--- src/rtl/core/yuv2rgb_pkg.sv ---
`default_nettype none

package yuv2rgb_pkg;

  // Byte order codes for the configuration register
  localparam logic ORDER_YUYV = 1'b0;
  localparam logic ORDER_UYVY = 1'b1;

  localparam int SUM_W = 22;

  localparam logic [7:0] LUMA_OFFSET   = 8'd16;
  localparam logic [7:0] CHROMA_OFFSET = 8'd128;

  localparam logic signed [SUM_W-1:0] COEF_Y    = 22'sd1164;
  localparam logic signed [SUM_W-1:0] COEF_R_CR = 22'sd1596;
  localparam logic signed [SUM_W-1:0] COEF_G_CB = 22'sd392;
  localparam logic signed [SUM_W-1:0] COEF_G_CR = 22'sd813;
  localparam logic signed [SUM_W-1:0] COEF_B_CB = 22'sd2017;

  localparam logic signed [SUM_W-1:0] SUM_FLOOR = 22'sd999;
  localparam logic signed [SUM_W-1:0] SUM_SAT   = 22'sd256000;
  // ceil(2^28 / 1000): exact floor quotient for sums below 256000
  localparam logic [18:0]             RECIP_1000 = 19'd268436;
  localparam logic [7:0]              CHAN_MAX   = 8'd255;
  localparam logic [7:0]              ALPHA_OPAQUE = 8'd255;

  typedef struct packed {
    logic [7:0] byte_a;
    logic [7:0] byte_b;
    logic [7:0] byte_c;
    logic [7:0] byte_d;
  } yuv2rgb_in_t;

  typedef struct packed {
    logic [7:0] red_first;
    logic [7:0] green_first;
    logic [7:0] blue_first;
    logic [7:0] red_second;
    logic [7:0] green_second;
    logic [7:0] blue_second;
    logic [7:0] alpha_value;
  } yuv2rgb_out_t;

  typedef struct packed {
    logic [7:0] red;
    logic [7:0] green;
    logic [7:0] blue;
  } yuv2rgb_rgb_t;

endpackage

`default_nettype wire

--- src/rtl/core/yuv2rgb_pixel.sv ---
`default_nettype none

module yuv2rgb_pixel
  import yuv2rgb_pkg::*;
(
  input  wire logic signed [8:0] luma,
  input  wire logic signed [8:0] cb,
  input  wire logic signed [8:0] cr,
  output yuv2rgb_rgb_t           rgb
);

  // Raise to 999, divide by 1000, cap at 255
  function automatic logic [7:0] scale_clamp(input logic signed [SUM_W-1:0] sum);
    logic [17:0] v;
    logic [36:0] prod;
    logic [7:0]  q;
    v    = sum[17:0];
    prod = {19'd0, v} * {18'd0, RECIP_1000};
    if (sum < SUM_FLOOR) begin
      q = 8'd0;
    end else if (sum >= SUM_SAT) begin
      q = CHAN_MAX;
    end else begin
      q = prod[35:28];
    end
    return q;
  endfunction

  logic signed [SUM_W-1:0] base;
  logic signed [SUM_W-1:0] cb_w;
  logic signed [SUM_W-1:0] cr_w;
  logic signed [SUM_W-1:0] sum_r;
  logic signed [SUM_W-1:0] sum_g;
  logic signed [SUM_W-1:0] sum_b;

  always_comb begin
    cb_w  = SUM_W'(cb);
    cr_w  = SUM_W'(cr);
    base  = COEF_Y * SUM_W'(luma);
    sum_r = base + COEF_R_CR * cr_w;
    sum_g = base - COEF_G_CB * cb_w - COEF_G_CR * cr_w;
    sum_b = base + COEF_B_CB * cb_w;
    rgb.red   = scale_clamp(sum_r);
    rgb.green = scale_clamp(sum_g);
    rgb.blue  = scale_clamp(sum_b);
  end

endmodule

`default_nettype wire

--- src/rtl/core/yuv422_to_rgba_converter.sv ---
`default_nettype none
// YUV 4:2:2 macropixel to two RGBA pixels, BT.601.
// Path from input beat to result beat: input register, then result register.
// Throughput: one macropixel per cycle while out_ready holds; the combinational conversion between the
// input and result registers allows that rate.
// Reset: synchronous; clears both valid flags and sets byte_order to YUYV.

module yuv422_to_rgba_converter
  import yuv2rgb_pkg::*;
(
  input  wire logic         clk,
  input  wire logic         rst,
  input  wire logic         cfg_wr_en,
  input  wire logic         cfg_wr_data,
  input  wire logic         in_valid,
  output logic              in_ready,
  input  wire yuv2rgb_in_t  in_data,
  output logic              out_valid,
  input  wire logic         out_ready,
  output yuv2rgb_out_t      out_data
);

  logic         byte_order;
  logic         s1_valid;
  yuv2rgb_in_t  s1_data;
  logic         s2_load;

  logic [7:0]        y0_raw, y1_raw, cb_raw, cr_raw;
  logic signed [8:0] y0, y1, cb, cr;
  yuv2rgb_rgb_t      rgb_first, rgb_second;
  yuv2rgb_out_t      result;

  always_ff @(posedge clk) begin
    if (rst) begin
      byte_order <= ORDER_YUYV;
    end else if (cfg_wr_en) begin
      byte_order <= cfg_wr_data;
    end
  end

  // Result register takes a beat when empty or being drained
  assign s2_load  = s1_valid && (!out_valid || out_ready);
  assign in_ready = !s1_valid || s2_load;

  always_ff @(posedge clk) begin
    if (rst) begin
      s1_valid <= 1'b0;
    end else if (in_ready) begin
      s1_valid <= in_valid;
    end
  end

  always_ff @(posedge clk) begin
    if (in_ready && in_valid) begin
      s1_data <= in_data;
    end
  end

  always_comb begin
    case (byte_order)
      ORDER_UYVY: begin
        cb_raw = s1_data.byte_a;
        y0_raw = s1_data.byte_b;
        cr_raw = s1_data.byte_c;
        y1_raw = s1_data.byte_d;
      end
      default: begin
        y0_raw = s1_data.byte_a;
        cb_raw = s1_data.byte_b;
        y1_raw = s1_data.byte_c;
        cr_raw = s1_data.byte_d;
      end
    endcase
    y0 = $signed({1'b0, y0_raw}) - $signed({1'b0, LUMA_OFFSET});
    y1 = $signed({1'b0, y1_raw}) - $signed({1'b0, LUMA_OFFSET});
    cb = $signed({1'b0, cb_raw}) - $signed({1'b0, CHROMA_OFFSET});
    cr = $signed({1'b0, cr_raw}) - $signed({1'b0, CHROMA_OFFSET});
  end

  yuv2rgb_pixel u_pixel_first (
    .luma (y0),
    .cb   (cb),
    .cr   (cr),
    .rgb  (rgb_first)
  );

  yuv2rgb_pixel u_pixel_second (
    .luma (y1),
    .cb   (cb),
    .cr   (cr),
    .rgb  (rgb_second)
  );

  always_comb begin
    result.red_first    = rgb_first.red;
    result.green_first  = rgb_first.green;
    result.blue_first   = rgb_first.blue;
    result.red_second   = rgb_second.red;
    result.green_second = rgb_second.green;
    result.blue_second  = rgb_second.blue;
    result.alpha_value  = ALPHA_OPAQUE;
  end

  always_ff @(posedge clk) begin
    if (rst) begin
      out_valid <= 1'b0;
    end else if (s2_load) begin
      out_valid <= 1'b1;
    end else if (out_ready) begin
      out_valid <= 1'b0;
    end
  end

  always_ff @(posedge clk) begin
    if (s2_load) begin
      out_data <= result;
    end
  end

endmodule

`default_nettype wire

--- config.mk ---
export PLATFORM = sky130hd
export DESIGN_NAME = yuv422_to_rgba_converter
export DESIGN_NICKNAME = d
export VERILOG_FILES = /design/src/rtl/core/yuv2rgb_pkg.sv /design/src/rtl/core/yuv2rgb_pixel.sv /design/src/rtl/core/yuv422_to_rgba_converter.sv
export SDC_FILE = /design/constraint.sdc
export NUM_CORES = 2
export LEC_CHECK = 0
export ABC_AREA = 1
export BUFFER_PORTS_ARGS = -buffer_cell sky130_fd_sc_hd__buf_2
export CAP_MARGIN = 20
export CORE_MARGIN = 8
export CORE_UTILIZATION = 43
export DETAILED_ROUTE_END_ITERATION = 10
export GPL_ROUTABILITY_DRIVEN = 0
export SLEW_MARGIN = 40
export SYNTH_ARGS = -nofsm -noshare
export SYNTH_HDL_FRONTEND = slang
export SYNTH_SLANG_ARGS = --single-unit
--- constraint.sdc ---
create_clock -name clk -period 13.32 [get_ports clk]
set_input_delay 2.664 -clock clk [delete_from_list [all_inputs] [get_ports clk]]
set_output_delay 2.664 -clock clk [all_outputs]
set_load 0.02 [all_outputs]
### Yosys cells after proc, flatten, opt, wreduce, memory -nomap -nowiden

Index checks and enable logic that the tools add are counted.

* logic and storage cells: 68
* output and inout port bits: 58
* input port bits: 38
* register bits: 83

* reduce and logical (&&, ||, !) cells: 7
* muxes and demuxes: 12
* multipliers: 12
* add/sub/neg operators: 12
* magnitude comparators: 12

Operator list (count)
* 18-bit by 17-bit multiplier with 34-bit output (second input constant): 6
* 22-bit by 19-bit >= comparator with 1-bit output (second input constant): 6
* 22-bit by 11-bit less-than comparator with 1-bit output (second input constant): 6
* 22-bit adder: 4
* 22-bit subtractor: 4
* 8-bit two-way mux: 10
* 10-bit by 9-bit multiplier with 19-bit output (first input constant): 3
* 12-bit by 9-bit multiplier with 21-bit output (first input constant): 1
* 11-bit by 9-bit multiplier with 20-bit output (first input constant): 1
* 8-bit by 5-bit subtractor with 9-bit output (second input constant): 2
* 8-bit by 8-bit subtractor with 9-bit output (second input constant): 2
* 7-bit by 9-bit multiplier with 16-bit output (first input constant): 1
* 1-bit logical AND: 2
* 1-bit zero test: 2
* 1-bit logical OR: 2
* 1-bit two-way mux: 2
* 2-bit nonzero test: 1

### Depth between registers and ports, before layout

* depth after elaboration: 7
* gate-level depth with buffers: 57
* mapped depth without buffers: 55

### Cells and area by module

From an unflattened synthesis, not the netlist that was laid out.

* cell total of the unflattened synthesis: 6561
* area total of the unflattened synthesis: 51673.3 um2

Modules (own cells, without submodules)
* yuv2rgb_pixel at u_pixel_second: area an instance 24307.1 um2, cells each 3194, times used 1, seq. area each 0.0 um2
* yuv2rgb_pixel at u_pixel_first: area an instance 24164.4 um2, cells each 3127, times used 1, seq. area each 0.0 um2
* yuv422_to_rgba_converter: area an instance 3201.8 um2, cells each 240, times used 1, seq. area each 2462.4 um2

### Least setup slack after synthesis

Ideal clock, no wire load.

* path type: register -> register
* start point: reg byte_order
* end point: reg out_data[40] (netlist name), data pin
* setup slack: 2864 ps
* period minus slack after synthesis: 10456 ps
* required time: 13059 ps
* arrival: 10195 ps
* path buffers: 2
* library setup time: 261 ps
* cell stages (with the launch flop): 44
* cells stage by stage: dfxtp_1 > buf_4 > inv_1 > clkbuf_1 > o21ai_0 > ha_1 > ha_1 > fa_1 > fa_1 > inv_1 > fa_1 > inv_1 > ha_1 > nand2_1 > o21ai_0 > a21oi_1 > o21bai_1 > xor2_1 > [8 not listed] > xor2_1 > ha_1 > fa_1 > inv_1 > fa_1 > inv_1 > fa_1 > inv_1 > fa_1 > inv_1 > ha_1 > a21oi_1 > o21ai_0 > a211oi_1 > nand2_1 > xor2_1 > inv_1 > a21oi_1

* word-level cells in the longest chain between the ends: 7
* elaborated cells between the ends (all ways): 15
* those cells by class: 5 x add/sub; 4 x mul; 2 x order compare; 4 x mux

RTL lines
* start: declaration: RTL line yuv422_to_rgba_converter.sv:23 `logic byte_order;`
* start signal: assignment: RTL line yuv422_to_rgba_converter.sv:37 `byte_order <= cfg_wr_data;`
* 8-bit two-way mux: RTL line yuv422_to_rgba_converter.sv:60 `case (byte_order)`
* 8-bit by 5-bit subtractor with 9-bit output or 8-bit by 8-bit subtractor with 9-bit output (tied branches): RTL line yuv422_to_rgba_converter.sv:74, yuv422_to_rgba_converter.sv:76
* 10-bit by 9-bit multiplier with 19-bit output or 7-bit by 9-bit multiplier with 16-bit output (tied branches): RTL line yuv2rgb_pixel.sv:39, yuv2rgb_pixel.sv:41
* 22-bit subtractor: RTL line yuv2rgb_pixel.sv:41 `sum_g = base - COEF_G_CB * cb_w - COEF_G_CR * cr_w;`
* 22-bit subtractor (*): RTL line yuv2rgb_pixel.sv:41
* 18-bit by 17-bit multiplier with 34-bit output or 22-bit by 19-bit >= comparator with 1-bit output (tied branches): RTL line yuv2rgb_pixel.sv:18, yuv2rgb_pixel.sv:21
* 8-bit two-way mux: RTL line yuv2rgb_pixel.sv:21 `end else if (sum >= SUM_SAT) begin`
* end signal: assignment: RTL line yuv422_to_rgba_converter.sv:116 `out_data <= result;`
* end: declaration: RTL line yuv422_to_rgba_converter.sv:20 `output yuv2rgb_out_t out_data`

Mark *: on every way between the ends. The rest lies on a longest branch, timed or not.
A chain may end at the register's enable or synchronous reset.

### Final worst setup path

* start point: reg byte_order
* end point: reg out_data[20] (netlist name), data pin

* word-level cells in the longest chain between the ends: 7
* elaborated cells between the ends (all ways): 15
* those cells by class: 5 x add/sub; 4 x mul; 2 x order compare; 4 x mux

RTL lines (RTL line)
* 8-bit two-way mux: yuv422_to_rgba_converter.sv:60
* 8-bit by 5-bit subtractor with 9-bit output or 8-bit by 8-bit subtractor with 9-bit output (tied branches): yuv422_to_rgba_converter.sv:75, yuv422_to_rgba_converter.sv:76
* 10-bit by 9-bit multiplier with 19-bit output or 7-bit by 9-bit multiplier with 16-bit output (tied branches): yuv2rgb_pixel.sv:39, yuv2rgb_pixel.sv:41
* 22-bit subtractor: yuv2rgb_pixel.sv:41
* 22-bit subtractor (*): yuv2rgb_pixel.sv:41
* 18-bit by 17-bit multiplier with 34-bit output or 22-bit by 19-bit >= comparator with 1-bit output (tied branches): yuv2rgb_pixel.sv:18, yuv2rgb_pixel.sv:21
* 8-bit two-way mux: yuv2rgb_pixel.sv:21

Marked as above.

==> impl_metrics.json <==
{
  "synthAdderAreaFrac": 0.5334,
  "fp.coreArea_mm2": 0.1048,
  "arrival_ns": 12.17,
  "cts_resized": 0,
  "htree_levels": 3,
  "syn_avg_cell_area_um2": 7.626,
  "final_area_mm2": 0.04823,
  "clockBufferDepth": 2,
  "synthMuxAreaShare": 0.0008849,
  "end_kind": "flip-flop",
  "numCtsBuffers": 9,
  "synth_top_area_frac": 0.3653,
  "placed_area_mm2": 0.04786,
  "die_h_um": 340.4,
  "min_to": "out_valid",
  "synth.distinct_cells": 60,
  "nets": 7804,
  "fin_skew_ns": 0.03708,
  "synth_area_mm2": 0.04524,
  "max-slew-margin-rel": 0.4056,
  "synth-xor-area-share": 0.03166,
  "drv_cap": 0,
  "synth_compound_area_frac": 0.08324,
  "synth_simple_gate_area_frac": 0.1748,
  "synthArstFlopShare": 0,
  "gr-total-overflow": 0,
  "drcViolationCount": 0,
  "ant_nets": 0,
  "core.rowCount": 119,
  "setup-tns-final_ns": 0,
  "synth_area_leaders": "ha_1 (37%), fa_1 (17%), inv_1 (12%)",
  "die_w_um": 340.4,
  "clock_latency_ns": 0.45,
  "drive_above_1_share": 0.04349,
  "cts.sinks": 83,
  "die-area_mm2": 0.1159,
  "fin_crit_sh": 0.8998,
  "yosys_warnings": 0,
  "r2r_cells": 53,
  "reg2reg_from": "byte_order",
  "wl_um": 120400,
  "path_common_cell": "inv_1",
  "io_pins": 96,
  "antenna_found_initial": 3,
  "startpoint": "byte_order",
  "ys.flop_type": "edfxtp_1",
  "grt_pass1_wl_um": 193900,
  "first_iter_violations": 2119,
  "synth_top_family_by_area": "adder cells",
  "slowest_delay_ns": 0.56,
  "multi_input_area_mm2": 0.03754,
  "finalCriticalPeriod_ns": 11.99,
  "ys_seq_area_frac": 0.05442,
  "hp-start": "s1_valid",
  "hold_depth": 2,
  "hold_buffers": 0,
  "drv_slew": 0,
  "setup_viol": 0,
  "postCtsSetupBuffers": 0,
  "crit_type": "reg -> reg",
  "status": "complete, no violations",
  "routed_via_density": 5.059,
  "grt_usage": 0.2057,
  "floorplan.initialDensity": 0.4316,
  "max_freq_mhz": 83.44,
  "cts_tree": "built",
  "grt_max_degree": 49,
  "dr.pass1.iters": 6,
  "hold_viol_final": 0,
  "ys_seq_elements": 83,
  "regArea_mm2": 0.002464,
  "cp_slowest_cell": "fa_1",
  "wl_per_cell_um": 16.13,
  "cts_root_buffer": "clkbuf_16",
  "worstMarginPinSlew_ns": 0.8887,
  "r2r_setup_slack_ns": 1.33,
  "worstReg2RegEnd": "out_data[20]",
  "start_kind": "flip-flop",
  "vias": 37750,
  "synth_area_leader_cell": "ha_1",
  "syn_to_final_growth_pct": 6.590,
  "crit_fanout": 46,
  "synth_edf_count": 80,
  "fillers": 10690,
  "required_ns": 13.50,
  "syn_inst": 5933,
  "grt_pass1_vias": 37320,
  "hpwlAfterDp_um": 107600,
  "hp-class": "reg -> reg",
  "io_buffers": 87,
  "rsz0062_at_grt": "no",
  "path_clk_slew_ns": 0.08
}
## layer usage
metal  GRT usage  vias up  wire length [um]
met5           0        -                27
met4     0.07186        4              4496
met3     0.02542      191              5720
met2      0.3441      833             54880
met1      0.2726    17550             55240
li1            -    19170                 -
## kinds of logic after synthesis
| group | count (synthesis) |
|---|---|
| buf+inv | 1454 |
| xor+xnor | 161 |
| mux | 4 |
| other cells | 2 |
| flops | 83 |
| simple gates | 1869 |
| fa+ha+maj | 1701 |
| compound gates | 659 |
## worst max-delay path, delay by kind of cell, from the launching register on
| family | cells | cell delay [ns] |
|---|---|---|
| and+or+nand+nor | 19 | 2.38 |
| adders and majority gates | 14 | 5.79 |
| xor gates and xnor gates | 2 | 0.48 |
| DFF | 1 | 0.33 |
| buffers and inverters | 14 | 1.91 |
| AOI/OAI and AO/OA | 4 | 0.86 |
## synthesized netlist by cell type (4+ instances only)
library cell / instances
nor2_2: 4
o21ai_1: 7
a211oi_1: 6
edfxtp_1: 80
o21bai_1: 47
nand3_1: 239
and2_1: 8
nor4_1: 18
a21oi_2: 7
nand3_2: 5
nand3b_1: 23
clkbuf_1: 6
a21o_1: 42
inv_1: 1428
o21ai_0: 161
a21oi_1: 317
a31oi_1: 18
xor2_1: 115
or2_2: 19
nor2_1: 315
nand4_1: 53
nand2_2: 18
nor3_1: 43
fa_1: 380
ha_1: 1321
nor2_4: 4
xnor2_1: 43
inv_2: 8
buf_4: 9
o21a_1: 11
o31ai_1: 5
o211ai_1: 9
mux2i_1: 4
nand2_1: 1107
a21boi_0: 13
## registers in the layout, summed over array words and instances (netlist names)
signal / cells
s1_data: 32
out_data: 48
s1_valid: 1
out_valid: 1
byte_order: 1
## how the worst max path moves through the flow
stage	end	slack, ns	cells after the start
6_report	out_data[20]	1.33	53
4_1_cts	out_data[20]	1.39	53
3_5_place_dp	out_data[20]	1.42	53
3_3_place_gp	out_data[47]	1.50	45
5_1_grt	out_data[20]	0.48	53
2_1_floorplan	out_data[40]	2.86	43
## final cells by class
type	count	share of cell area
clock buffer	9	0.004670
tap	1391	0.03609
timing repair buffer	130	0.01580
antenna	1	0.00005189
multi-input combinational	4403	0.7785
clock inverter	7	0.001868
sequential	83	0.05108
inverter	1438	0.1119
## stage by stage
stage	hold WS (ns)	utilization	std cells	setup slack, ns
finish	0.5248	0.4601	7462	1.335
global route	0.5850	0.4601	7461	0.4821
CTS	0.5227	0.4596	7461	1.388
detailed placement	0.5222	0.4566	7445	1.419
global placement	0.5089	0.4550	7445	1.502
floorplan	0.4448	-	5940	2.864
## layout by cell type, fill, tap and decap left out, types with 9 or more instances in the layout
master     count
xor2_2        25
ha_1        1320
buf_4         42
nor4_1        18
nor3_1        43
a21o_1        42
nor2_1       315
or2_2         19
fa_1         380
inv_1       1428
o21bai_1      47
nand3b_1      23
nand2_1     1107
o211ai_1       9
xor2_1        93
nand2_2       18
a31oi_1       18
nand4_1       53
nand3_1      239
a21oi_1      316
o21ai_0      154
o21a_1        11
edfxtp_1      80
xnor2_1       39
clkbuf_16      9
a21boi_0      13
o21ai_1       13
buf_2         87
conb_1         9
Power is not shown: default switching activity piles up to over one toggle a cycle in this logic, so the estimate is an artifact.
